File: src/design/battery_cell_detect_and_monitor_core_assert.svh
// Assertion macros shared by the battery cell detect and monitor RTL.
// Each macro samples on i_clk and is disabled while i_rst_n is low.
`ifndef BATTERY_CELL_DETECT_AND_MONITOR_CORE_ASSERT_SVH
`define BATTERY_CELL_DETECT_AND_MONITOR_CORE_ASSERT_SVH
`ifndef SYNTHESIS
`define BCDM_ASSERT(lbl, prop, msg) \
    lbl: assert property (@(posedge i_clk) disable iff (!i_rst_n) prop) else $error(msg);
`define BCDM_ASSERT_NEXT(lbl, ante, cons, msg) \
    `BCDM_ASSERT(lbl, (ante) |=> (cons), msg)
`else
`define BCDM_ASSERT(lbl, prop, msg)
`define BCDM_ASSERT_NEXT(lbl, ante, cons, msg)
`endif
`endif

File: src/design/bcdm_pkg.sv
// Package for the battery cell detect and monitor core.
// Holds widths, constants, controller states and the command/status types.
// No dependencies.
package bcdm_pkg;

    localparam int SAMPLE_W   = 12;
    localparam int GAIN_W     = 16;
    localparam int WIN_W      = 12;
    localparam int CFG_W      = 16;
    localparam int CFG_IDX_W  = 2;
    localparam int MV_W       = 16;
    localparam int PERMILLE_W = 10;
    localparam int CELLS_W    = 3;
    localparam int COUNT_W    = 13;
    localparam int RUN_W      = 8;
    localparam int DIV_NUM_W  = 28;
    localparam int DIV_DEN_W  = 13;

    localparam int DETECT_SAMPLES_MINUS_ONE_DEF = 20;
    localparam int LOW_HOLD_REPORTS_DEF         = 40;

    localparam logic [GAIN_W-1:0] ADC_GAIN_UV_RESET  = 16'd9036;
    localparam logic [WIN_W-1:0]  WINDOW_COUNT_RESET = 12'd400;

    localparam logic [CFG_IDX_W-1:0] CFG_ADC_GAIN_UV  = 2'd0;
    localparam logic [CFG_IDX_W-1:0] CFG_WINDOW_COUNT = 2'd1;

    localparam logic [DIV_DEN_W-1:0]  UV_PER_MV      = 13'd1000;
    localparam logic [DIV_NUM_W-1:0]  PERMILLE_SCALE = 28'd1000;
    localparam logic [PERMILLE_W-1:0] CHARGE_MAX     = 10'd990;
    localparam logic [PERMILLE_W-1:0] CHARGE_LOW_4S  = 10'd600;
    localparam logic [PERMILLE_W-1:0] CHARGE_LOW     = 10'd30;

    localparam logic [MV_W-1:0] DET_3S_LO = 16'd10100;
    localparam logic [MV_W-1:0] DET_3S_HI = 16'd13600;
    localparam logic [MV_W-1:0] DET_4S_LO = 16'd13800;
    localparam logic [MV_W-1:0] DET_4S_HI = 16'd17400;

    localparam logic [CELLS_W-1:0] CELLS_2S = 3'd2;
    localparam logic [CELLS_W-1:0] CELLS_3S = 3'd3;
    localparam logic [CELLS_W-1:0] CELLS_4S = 3'd4;

    localparam int EMPTY_MV_PER_CELL = 3120;
    localparam int SPAN_MV_PER_CELL  = 1130;

    typedef enum logic [3:0] {
        S_IDLE,
        S_MUL,
        S_SCALE_START,
        S_SCALE_WAIT,
        S_CHECK,
        S_AVG_START,
        S_AVG_WAIT,
        S_CHG_START,
        S_CHG_WAIT,
        S_LOW_UPD,
        S_DONE
    } t_state;

    typedef enum logic [1:0] {
        DIV_SCALE,
        DIV_AVG,
        DIV_CHARGE
    } t_div_sel;

    typedef struct packed {
        logic     load_sample;
        logic     mul;
        logic     div_start;
        t_div_sel div_sel;
        logic     accum;
        logic     detect_commit;
        logic     avg_commit;
        logic     charge_commit;
        logic     low_update;
        logic     out_load;
    } t_dp_cmd;

    typedef struct packed {
        logic sample_zero;
        logic div_done;
        logic window_hit;
        logic monitor;
        logic avg_le_empty;
        logic out_free;
    } t_dp_status;

    function automatic logic [MV_W-1:0] empty_mv(input logic [CELLS_W-1:0] cells);
        return MV_W'(EMPTY_MV_PER_CELL * int'(cells));
    endfunction

    function automatic logic [DIV_DEN_W-1:0] span_mv(input logic [CELLS_W-1:0] cells);
        return DIV_DEN_W'(SPAN_MV_PER_CELL * int'(cells));
    endfunction

endpackage

File: src/design/bcdm_div.sv
// Iterative unsigned divider, two quotient bits per cycle.
// Depends on bcdm_pkg and the assertion macro header.
`include "battery_cell_detect_and_monitor_core_assert.svh"
module bcdm_div
    import bcdm_pkg::*;
(
    input  logic                 i_clk,
    input  logic                 i_rst_n,
    input  logic                 i_start,
    input  logic [DIV_NUM_W-1:0] i_dividend,
    input  logic [DIV_DEN_W-1:0] i_divisor,
    output logic                 o_done,
    output logic [DIV_NUM_W-1:0] o_quotient
);

    localparam int BitsPerCycle = 2;
    localparam int Steps        = DIV_NUM_W / BitsPerCycle;
    localparam int CntW         = $clog2(Steps);

    logic                 r_busy;
    logic                 r_done;
    logic [CntW-1:0]      r_cnt;
    logic [DIV_NUM_W-1:0] r_quo;
    logic [DIV_DEN_W-1:0] r_rem;
    logic [DIV_DEN_W-1:0] r_den;
    logic [DIV_NUM_W-1:0] n_quo;
    logic [DIV_DEN_W-1:0] n_rem;

    always_comb begin
        logic [DIV_DEN_W:0] trial;
        n_quo = r_quo;
        n_rem = r_rem;
        for (int i = 0; i < BitsPerCycle; i++) begin
            trial = {n_rem, n_quo[DIV_NUM_W-1]};
            n_quo = {n_quo[DIV_NUM_W-2:0], 1'b0};
            if (trial >= {1'b0, r_den}) begin
                n_rem    = DIV_DEN_W'(trial - {1'b0, r_den});
                n_quo[0] = 1'b1;
            end else begin
                n_rem = trial[DIV_DEN_W-1:0];
            end
        end
    end

    always_ff @(posedge i_clk) begin
        if (!i_rst_n) begin
            r_busy <= 1'b0;
            r_done <= 1'b0;
            r_cnt  <= '0;
        end else begin
            r_done <= 1'b0;
            if (i_start) begin
                r_busy <= 1'b1;
                r_cnt  <= '0;
            end else if (r_busy) begin
                r_cnt <= r_cnt + 1'b1;
                if (r_cnt == CntW'(Steps - 1)) begin
                    r_busy <= 1'b0;
                    r_done <= 1'b1;
                end
            end
        end
    end

    always_ff @(posedge i_clk) begin
        if (i_start) begin
            r_quo <= i_dividend;
            r_rem <= '0;
            r_den <= i_divisor;
        end else if (r_busy) begin
            r_quo <= n_quo;
            r_rem <= n_rem;
        end
    end

    assign o_done     = r_done;
    assign o_quotient = r_quo;

    `BCDM_ASSERT(a_done_idle, r_done |-> !r_busy, "Divider signals done while still busy.")
    `BCDM_ASSERT_NEXT(a_start_busy, i_start, r_busy, "Divider did not start after a request.")

endmodule

File: src/design/bcdm_datapath.sv
// Datapath: configuration registers, scaling, accumulation, averaging,
// charge estimate, low-battery tracking and the output register.
// Depends on bcdm_pkg, bcdm_div and the assertion macro header.
`include "battery_cell_detect_and_monitor_core_assert.svh"
module bcdm_datapath
    import bcdm_pkg::*;
#(
    parameter int unsigned DETECT_SAMPLES_MINUS_ONE = DETECT_SAMPLES_MINUS_ONE_DEF,
    parameter int unsigned LOW_HOLD_REPORTS         = LOW_HOLD_REPORTS_DEF
) (
    input  logic                  i_clk,
    input  logic                  i_rst_n,
    input  t_dp_cmd               i_cmd,
    output t_dp_status            o_status,
    input  logic [SAMPLE_W-1:0]   i_adc_sample,
    input  logic                  i_cfg_we,
    input  logic [CFG_IDX_W-1:0]  i_cfg_index,
    input  logic [CFG_W-1:0]      i_cfg_data,
    input  logic                  i_out_ready,
    output logic                  o_out_valid,
    output logic                  o_report_valid,
    output logic [CELLS_W-1:0]    o_cells_detected,
    output logic [MV_W-1:0]       o_average_mv,
    output logic [PERMILLE_W-1:0] o_charge_permille,
    output logic                  o_low_battery
);

    localparam logic [COUNT_W-1:0] DetThr = COUNT_W'(DETECT_SAMPLES_MINUS_ONE);
    localparam logic [RUN_W-1:0]   LowThr = RUN_W'(LOW_HOLD_REPORTS);

    logic [GAIN_W-1:0]     r_gain;
    logic [WIN_W-1:0]      r_window;
    logic [SAMPLE_W-1:0]   r_sample;
    logic [DIV_NUM_W-1:0]  r_product;
    logic [DIV_NUM_W-1:0]  r_chg_num;
    logic [DIV_NUM_W-1:0]  r_sum;
    logic [COUNT_W-1:0]    r_count;
    logic                  r_phase;
    logic [CELLS_W-1:0]    r_cells;
    logic [MV_W-1:0]       r_avg;
    logic [PERMILLE_W-1:0] r_permille;
    logic [RUN_W-1:0]      r_run;
    logic                  r_low;
    logic                  r_report;
    logic                  r_out_valid;
    logic                  r_o_report;
    logic [CELLS_W-1:0]    r_o_cells;
    logic [MV_W-1:0]       r_o_avg;
    logic [PERMILLE_W-1:0] r_o_permille;
    logic                  r_o_low;

    logic                  div_done;
    logic [DIV_NUM_W-1:0]  div_q;
    logic [DIV_NUM_W-1:0]  div_num;
    logic [DIV_DEN_W-1:0]  div_den;
    logic [MV_W-1:0]       q_sat;
    logic [MV_W-1:0]       empty;
    logic [MV_W-1:0]       avg_diff;
    logic [CELLS_W-1:0]    cells_pick;
    logic [PERMILLE_W-1:0] permille_clamp;
    logic [RUN_W-1:0]      n_run;
    logic                  n_low;

    always_comb begin
        case (i_cmd.div_sel)
            DIV_AVG: begin
                div_num = r_sum;
                div_den = r_count;
            end
            DIV_CHARGE: begin
                div_num = r_chg_num;
                div_den = span_mv(r_cells);
            end
            default: begin
                div_num = r_product;
                div_den = UV_PER_MV;
            end
        endcase
    end

    bcdm_div u_div (
        .i_clk      (i_clk),
        .i_rst_n    (i_rst_n),
        .i_start    (i_cmd.div_start),
        .i_dividend (div_num),
        .i_divisor  (div_den),
        .o_done     (div_done),
        .o_quotient (div_q)
    );

    assign q_sat    = (|div_q[DIV_NUM_W-1:MV_W]) ? '1 : div_q[MV_W-1:0];
    assign empty    = empty_mv(r_cells);
    assign avg_diff = q_sat - empty;

    always_comb begin
        if (q_sat > DET_3S_LO && q_sat < DET_3S_HI) begin
            cells_pick = CELLS_3S;
        end else if (q_sat > DET_4S_LO && q_sat < DET_4S_HI) begin
            cells_pick = CELLS_4S;
        end else begin
            cells_pick = CELLS_2S;
        end
    end

    assign permille_clamp = (div_q > DIV_NUM_W'(CHARGE_MAX)) ? CHARGE_MAX
                                                             : div_q[PERMILLE_W-1:0];

    always_comb begin
        n_run = r_run;
        n_low = r_permille < CHARGE_LOW;
        if (r_cells == CELLS_4S) begin
            if (r_permille < CHARGE_LOW_4S) begin
                n_run = (r_run == '1) ? r_run : r_run + 1'b1;
            end else begin
                n_run = '0;
            end
            n_low = n_run > LowThr;
        end
    end

    always_ff @(posedge i_clk) begin
        if (!i_rst_n) begin
            r_gain      <= ADC_GAIN_UV_RESET;
            r_window    <= WINDOW_COUNT_RESET;
            r_sum       <= '0;
            r_count     <= '0;
            r_phase     <= 1'b0;
            r_cells     <= '0;
            r_avg       <= '0;
            r_permille  <= '0;
            r_run       <= '0;
            r_low       <= 1'b0;
            r_report    <= 1'b0;
            r_out_valid <= 1'b0;
        end else begin
            if (i_cfg_we) begin
                unique case (i_cfg_index)
                    CFG_ADC_GAIN_UV:  r_gain   <= i_cfg_data[GAIN_W-1:0];
                    CFG_WINDOW_COUNT: r_window <= i_cfg_data[WIN_W-1:0];
                    default: ;
                endcase
            end
            if (i_cmd.load_sample) begin
                r_report <= 1'b0;
            end
            if (i_cmd.accum) begin
                r_sum   <= r_sum + DIV_NUM_W'(q_sat);
                r_count <= r_count + 1'b1;
            end
            if (i_cmd.detect_commit) begin
                r_cells <= cells_pick;
                r_sum   <= '0;
                r_count <= '0;
                r_phase <= 1'b1;
            end
            if (i_cmd.avg_commit) begin
                r_avg      <= q_sat;
                r_permille <= '0;
                r_sum      <= '0;
                r_count    <= '0;
            end
            if (i_cmd.charge_commit) begin
                r_permille <= permille_clamp;
            end
            if (i_cmd.low_update) begin
                r_run    <= n_run;
                r_low    <= n_low;
                r_report <= 1'b1;
            end
            if (i_cmd.out_load) begin
                r_out_valid <= 1'b1;
            end else if (i_out_ready) begin
                r_out_valid <= 1'b0;
            end
        end
    end

    always_ff @(posedge i_clk) begin
        if (i_cmd.load_sample) begin
            r_sample <= i_adc_sample;
        end
        if (i_cmd.mul) begin
            r_product <= DIV_NUM_W'(r_sample) * DIV_NUM_W'(r_gain);
        end
        if (i_cmd.avg_commit) begin
            r_chg_num <= DIV_NUM_W'(avg_diff) * PERMILLE_SCALE;
        end
        if (i_cmd.out_load) begin
            r_o_report   <= r_report;
            r_o_cells    <= r_cells;
            r_o_avg      <= r_avg;
            r_o_permille <= r_permille;
            r_o_low      <= r_low;
        end
    end

    assign o_status.sample_zero  = (r_sample == '0);
    assign o_status.div_done     = div_done;
    assign o_status.window_hit   = r_phase ? (r_count > {1'b0, r_window} && r_count != '0)
                                           : (r_count > DetThr);
    assign o_status.monitor      = r_phase;
    assign o_status.avg_le_empty = (q_sat <= empty);
    assign o_status.out_free     = !r_out_valid || i_out_ready;

    assign o_out_valid       = r_out_valid;
    assign o_report_valid    = r_o_report;
    assign o_cells_detected  = r_o_cells;
    assign o_average_mv      = r_o_avg;
    assign o_charge_permille = r_o_permille;
    assign o_low_battery     = r_o_low;

    `BCDM_ASSERT(a_cells_known, r_phase |-> (r_cells == CELLS_2S || r_cells == CELLS_3S || r_cells == CELLS_4S), "Monitor phase without a valid cell count.")
    `BCDM_ASSERT(a_detect_count, !r_phase |-> (r_count <= DetThr + 1'b1), "Detect count ran past its limit.")

endmodule

File: src/design/bcdm_ctrl.sv
// Controller state machine that sequences the datapath for one beat.
// Depends on bcdm_pkg and the assertion macro header.
`include "battery_cell_detect_and_monitor_core_assert.svh"
module bcdm_ctrl
    import bcdm_pkg::*;
(
    input  logic       i_clk,
    input  logic       i_rst_n,
    input  logic       i_in_valid,
    output logic       o_in_ready,
    input  t_dp_status i_status,
    output t_dp_cmd    o_cmd
);

    t_state r_state;
    t_state n_state;

    always_ff @(posedge i_clk) begin
        if (!i_rst_n) begin
            r_state <= S_IDLE;
        end else begin
            r_state <= n_state;
        end
    end

    always_comb begin
        n_state = r_state;
        unique case (r_state)
            S_IDLE: begin
                if (i_in_valid) n_state = S_MUL;
            end
            S_MUL: begin
                n_state = i_status.sample_zero ? S_CHECK : S_SCALE_START;
            end
            S_SCALE_START: n_state = S_SCALE_WAIT;
            S_SCALE_WAIT: begin
                if (i_status.div_done) n_state = S_CHECK;
            end
            S_CHECK: begin
                n_state = i_status.window_hit ? S_AVG_START : S_DONE;
            end
            S_AVG_START: n_state = S_AVG_WAIT;
            S_AVG_WAIT: begin
                if (i_status.div_done) begin
                    if (!i_status.monitor) begin
                        n_state = S_DONE;
                    end else if (i_status.avg_le_empty) begin
                        n_state = S_LOW_UPD;
                    end else begin
                        n_state = S_CHG_START;
                    end
                end
            end
            S_CHG_START: n_state = S_CHG_WAIT;
            S_CHG_WAIT: begin
                if (i_status.div_done) n_state = S_LOW_UPD;
            end
            S_LOW_UPD: n_state = S_DONE;
            S_DONE: begin
                if (i_status.out_free) n_state = S_IDLE;
            end
            default: n_state = S_IDLE;
        endcase
    end

    always_comb begin
        o_cmd         = '0;
        o_cmd.div_sel = DIV_SCALE;
        o_in_ready    = 1'b0;
        unique case (r_state)
            S_IDLE: begin
                o_in_ready        = 1'b1;
                o_cmd.load_sample = i_in_valid;
            end
            S_MUL: o_cmd.mul = 1'b1;
            S_SCALE_START: begin
                o_cmd.div_start = 1'b1;
                o_cmd.div_sel   = DIV_SCALE;
            end
            S_SCALE_WAIT: o_cmd.accum = i_status.div_done;
            S_AVG_START: begin
                o_cmd.div_start = 1'b1;
                o_cmd.div_sel   = DIV_AVG;
            end
            S_AVG_WAIT: begin
                o_cmd.detect_commit = i_status.div_done && !i_status.monitor;
                o_cmd.avg_commit    = i_status.div_done && i_status.monitor;
            end
            S_CHG_START: begin
                o_cmd.div_start = 1'b1;
                o_cmd.div_sel   = DIV_CHARGE;
            end
            S_CHG_WAIT: o_cmd.charge_commit = i_status.div_done;
            S_LOW_UPD: o_cmd.low_update = 1'b1;
            S_DONE: o_cmd.out_load = i_status.out_free;
            default: ;
        endcase
    end

    `BCDM_ASSERT(a_load_free, o_cmd.out_load |-> i_status.out_free, "Output register loaded while still full.")
    `BCDM_ASSERT_NEXT(a_accept_mul, i_in_valid && o_in_ready, r_state == S_MUL, "Accepted beat did not start processing.")

endmodule

File: src/design/battery_cell_detect_and_monitor_core.sv
// Top level of the battery cell detect and monitor core.
// Depends on bcdm_pkg, bcdm_ctrl and bcdm_datapath.
//
// Each beat carries one raw 12-bit battery sample and yields exactly one
// result beat. The block works on one sample at a time and takes a new one
// once the previous result is in the output register. All work runs through
// one shared divider that resolves two quotient bits per cycle. A zero
// sample, or a window whose average is at or below the empty voltage, skips
// one division. A result that waits on the output holds off the next sample.
// Configuration is written on a plain write port and must only change while
// the block is idle.
module battery_cell_detect_and_monitor_core
    import bcdm_pkg::*;
#(
    parameter int unsigned DETECT_SAMPLES_MINUS_ONE = DETECT_SAMPLES_MINUS_ONE_DEF,
    parameter int unsigned LOW_HOLD_REPORTS         = LOW_HOLD_REPORTS_DEF
) (
    input  logic                  i_clk,
    input  logic                  i_rst_n,
    input  logic                  i_in_valid,
    output logic                  o_in_ready,
    input  logic [SAMPLE_W-1:0]   i_adc_sample,
    output logic                  o_out_valid,
    input  logic                  i_out_ready,
    output logic                  o_report_valid,
    output logic [CELLS_W-1:0]    o_cells_detected,
    output logic [MV_W-1:0]       o_average_mv,
    output logic [PERMILLE_W-1:0] o_charge_permille,
    output logic                  o_low_battery,
    input  logic                  i_cfg_we,
    input  logic [CFG_IDX_W-1:0]  i_cfg_index,
    input  logic [CFG_W-1:0]      i_cfg_data
);

    t_dp_cmd    dp_cmd;
    t_dp_status dp_status;

    bcdm_ctrl u_ctrl (
        .i_clk      (i_clk),
        .i_rst_n    (i_rst_n),
        .i_in_valid (i_in_valid),
        .o_in_ready (o_in_ready),
        .i_status   (dp_status),
        .o_cmd      (dp_cmd)
    );

    bcdm_datapath #(
        .DETECT_SAMPLES_MINUS_ONE (DETECT_SAMPLES_MINUS_ONE),
        .LOW_HOLD_REPORTS         (LOW_HOLD_REPORTS)
    ) u_datapath (
        .i_clk             (i_clk),
        .i_rst_n           (i_rst_n),
        .i_cmd             (dp_cmd),
        .o_status          (dp_status),
        .i_adc_sample      (i_adc_sample),
        .i_cfg_we          (i_cfg_we),
        .i_cfg_index       (i_cfg_index),
        .i_cfg_data        (i_cfg_data),
        .i_out_ready       (i_out_ready),
        .o_out_valid       (o_out_valid),
        .o_report_valid    (o_report_valid),
        .o_cells_detected  (o_cells_detected),
        .o_average_mv      (o_average_mv),
        .o_charge_permille (o_charge_permille),
        .o_low_battery     (o_low_battery)
    );

endmodule
File: config.mk
export PLATFORM = sky130hd
export DESIGN_NAME = battery_cell_detect_and_monitor_core
export DESIGN_NICKNAME = d
export VERILOG_FILES = /design/src/design/bcdm_pkg.sv /design/src/design/bcdm_div.sv /design/src/design/bcdm_datapath.sv /design/src/design/bcdm_ctrl.sv /design/src/design/battery_cell_detect_and_monitor_core.sv
export VERILOG_INCLUDE_DIRS = /design/src /design/src/design
export SDC_FILE = /design/constraint.sdc
export NUM_CORES = 1
export LEC_CHECK = 0
export BUFFER_PORTS_ARGS = -buffer_cell sky130_fd_sc_hd__clkbuf_2
export CAP_MARGIN = 5
export CORE_ASPECT_RATIO = 1.5
export CORE_MARGIN = 4
export CORE_UTILIZATION = 53
export DETAILED_ROUTE_END_ITERATION = 16
export PLACE_DENSITY = 0.7
export SYNTH_ARGS = -nofsm -noshare
export SYNTH_HDL_FRONTEND = slang
export SYNTH_SLANG_ARGS = --single-unit
File: constraint.sdc
create_clock -name i_clk -period 8 [get_ports i_clk]
set_input_delay 1.6 -clock i_clk [delete_from_list [all_inputs] [get_ports i_clk]]
set_output_delay 1.6 -clock i_clk [all_outputs]
set_load 0.01 [all_outputs]
==> flow_summary_export.csv <==
group,metric,value,unit
outcome,status,"finished clean",
clocking,cts_sinks,268,
floorplan,num_rows,92,
synth,synth_area,22670,µm²
synth,synth_area_leaders,"edfxtp_1, fa_1, dfxtp_1",
worst_setup_path,r2r_start,"u_datapath.u_div.o_quotient[27]",
hold_path,hold_path.class,"reg -> reg",
placement,post-dp-hpwl,43760,µm
worst_setup_path,crit_path_end,"u_datapath.r_chg_num[25]",
worst_setup_path,criticalPathCategory,"reg -> reg",
worst_setup_path,start_kind,"flop",
clocking,clk_latency,560,ps
worst_setup_path,worstRegToRegCells,24,
layout,syn_to_final_growth,7.882,%
synth,avgSynthCellArea,9.182,µm²
sta,worst_pin_slew,1039,ps
floorplan,core,42130,µm²
pwr,p_total,8578,µW
synth,syn-num-nets,2891,
synth,ys.warnings.count,0,
route,antenna_left,0,
pwr,pwr-share-comb,0.581,
pwr,ir_worst_vdd,0.5441,mV
sta,finalSetupViolCount,0,
pwr,leakagePower,0.01078,µW
layout,final_cell_area,24460,µm²
route,drc_errors,0,
worst_setup_path,crit_path_cell_trace,"or4_1 > nor3_1 > nand2b_1 > ha_1 > or3_1 > a21o_1 > a221oi_1 > o21ai_0 > xnor2_1 > inv_1 > fa_1 > fa_1 > inv_1 > fa_1 > ha_1 > ha_1 > and3_1 > nand2_1 > nand2_1 > a21oi_1 > o21ai_0 > a211o_1 > a21oi_1 > xnor2_1",
synth,ys_async_sr_fraction,0,
clocking,cts_tree,"yes",
worst_setup_path,crit_arrival,7900,ps
floorplan,io-pin-count,68,
worst_setup_path,startpoint,"u_datapath.u_div.o_quotient[27]",
route,drt_iter0_drc,1166,
route,wl,56960,µm
job,cap_violations,0,
sta,rsz0062_at_grt,"no",
pwr,intPower,4891,µW
clocking,cts-root-buf,"clkbuf_16",
sta,maxSlewViolCount,0,
sta,report.final.hold_viol_count,0,
worst_setup_path,crit_fanout,4,
sta,fin_skew,23.01,ps
global_route,antenna_found_initial,1,
layout,num_antenna_cells,0,
layout,instances_no_fill,3067,
sta,min_period_over_period,0.9482,
pwr,power_frac_seq,0.264,
placement,placed_cell_area,23500,µm²
worst_setup_path,required,8310,ps
synth,synthTopCellsByCount,"nand2_1, inv_1, ha_1",
synth,synth_area_leader_cell,"edfxtp_1",
pwr,switching_share,0.4298,
worst_setup_path,rrSetupSlack,410,ps
synth,yosysSeqAreaShare,0.2963,
global_route,grt_pass1_vias,17740,
worst_setup_path,critical-path-max-stage-delay,640,ps
clocking,ctsHoldBuffers,0,
synth,ys_types,82,
pwr,p_clk_frac,0.154,
global_route,gr-usage-all-layers,0.2460,
layout,fin_nets,2903,
floorplan,die-area,46210,µm²
global_route,gr-total-overflow,0,
route,vias_per_cell,5.733,
sta,fmax,131.8,MHz
worst_setup_path,r2r-end,"u_datapath.r_chg_num[25]",
worst_setup_path,worst_setup_path_end_kind,"flop",
clocking,numCtsBuffers,28,
synth,synth_edf_count,135,
sta,relSlewSlack,0.3074,
clocking,clk_path_buf_depth,3,
clocking,htreeDepth,1,
synth,synth_flop_cell,"edfxtp_1",
placement,gp_congestion,0.9423,
clocking,clkTransAtPathRegs,60,ps
layout,drive_gt1_frac,0.07072,
placement,place_inst,3014,
synth,synth.top_cell.area_share,0.1788,
global_route,grt_pass1_wl,91660,µm
route,vias,17580,
placement,port_buffers,67,
pwr,p_sw,3687,µW
global_route,grt_max_degree,79,
synth,ys_ff_latch,268,
floorplan,start_util,0.5381,
floorplan,dieWidth,176.9,µm
sta,min_period,7586,ps
floorplan,die_h,261.3,µm
synth,yosysMostFrequentCell,"nand2_1",
sta,fin_tns_setup,0,ps
route,firstDrtPassIters,8,
route,avgRoutedWirePerCell,18.57,µm
pwr,power.density,350.8,nW/µm²
synth,synthCells,2469,
worst_setup_path,cp_slowest_cell,"or4_1",
==> cells in the final DEF (no fill, tap or decap), types with 12 or more instances in the layout <==
cell	n
a21o_1	25
nor2b_1	26
or3_1	17
xor2_1	34
buf_4	22
a31oi_1	21
o211a_1	16
mux2_2	12
dfxtp_1	133
clkbuf_16	28
a22oi_1	29
nor3b_1	16
a211oi_1	12
inv_1	290
nor3_1	26
o21ai_0	126
a21oi_1	124
edfxtp_1	135
mux2i_1	14
o31ai_1	12
fa_1	189
a21boi_0	32
o21a_1	13
nand3_1	46
and2_1	70
nand2_1	355
nor2_1	125
clkbuf_2	67
nand4_1	22
and3_1	23
xnor2_1	85
ha_1	197
==> routing by layer <==
metal | up-vias | part of all wire | GRT usage
li1 | 8367 | - | -
met1 | 8557 | 0.38 | 0.2897
met2 | 504 | 0.52 | 0.4483
met3 | 155 | 0.041 | 0.02310
met4 | 0 | 0.054 | 0.1196
met5 | - | 0 | 0
==> worst max-delay path, delay by kind of cell, from the launching register on <==
kind | cells | cell delay [ps]
and+or+nand+nor | 7 | 2040
xor gates and xnor gates | 2 | 480
adders and majority gates | 6 | 2450
buffers and inverters | 2 | 280
DFF | 1 | 410
AOI/OAI and AO/OA | 7 | 1650
==> state kept, by name, summed over array words and instances (netlist names), 3 cells and up <==
name                          flops
u_datapath.r_chg_num             23
u_datapath.r_avg                 16
u_datapath.r_permille            10
u_datapath.r_sample              12
u_datapath.r_gain                16
u_datapath.u_div.r_rem           13
u_datapath.r_run                  8
u_datapath.r_sum                 28
u_datapath.o_cells_detected       3
u_datapath.o_average_mv          16
u_datapath.o_charge_permille     10
u_datapath.r_window              12
u_datapath.r_cells                3
u_datapath.u_div.o_quotient      28
u_datapath.r_count               13
u_datapath.u_div.r_cnt            4
u_datapath.u_div.r_den           13
u_ctrl.r_state                    4
u_datapath.r_product             28
==> per-stage QoR <==
stage,hold WS [ps],utilization,setup slack [ps]
finish,429.3,0.5805,414.0
global placement,417.7,0.5577,636.3
CTS,434.5,0.5798,441.9
floorplan,408.6,-,930.9
detailed placement,418.8,0.5577,496.4
global route,445.0,0.5805,18.48
==> logic make-up after synthesis <==
| family | share of synthesized area |
|---|---|
| flops | 0.2963 |
| mux | 0.01214 |
| xor+xnor | 0.04741 |
| buf+inv | 0.06618 |
| compound gates | 0.1373 |
| simple gates | 0.1627 |
| fa+ha+maj | 0.2780 |
==> repair_timing <==
action,in CTS,in global routing
endpoints found under the hold margin,0,0
gates resized for setup,0,1
setup buffers,0,0
setup endpoints to repair,0,1
==> area by class of cell <==
cell class                      count  area [µm²]
Clock inverter                     12       155.1
Tap cell                          564       705.7
Clock buffer                       40       775.7
Fill cell                        3758       17670
Sequential cell                   268        6716
Timing Repair Buffer               90       528.0
Multi-Input combinational cell   1802       14480
Inverter                          291        1092
==> how the worst min path moves through the flow <==
stage / startpoint / endpoint / slack (ps) / depth (start not counted)
floorplan: u_datapath.r_low / u_datapath.o_low_battery / 410 / 0
global placement: u_datapath.r_avg[1] / u_datapath.o_average_mv[1] / 420 / 0
detailed placement: u_datapath.r_avg[9] / u_datapath.o_average_mv[9] / 420 / 0
CTS: u_datapath.r_avg[1] / u_datapath.o_average_mv[1] / 430 / 0
global route: u_datapath.r_avg[13] / u_datapath.o_average_mv[13] / 450 / 0
finish: u_datapath.r_avg[13] / u_datapath.o_average_mv[13] / 430 / 0
==> power groups by stage <==
stage                     sequential [µW]  clock [µW]  combinational [µW]
after CTS                            2260        1350                4990
after detailed placement             2290           0                4940
after floorplan                      2080           0                3940
after global routing                 2300        1410                5600
final                                2270        1320                4990
after global placement               2280           0                4820
No activity file was read; power rests on OpenSTA's default activity.
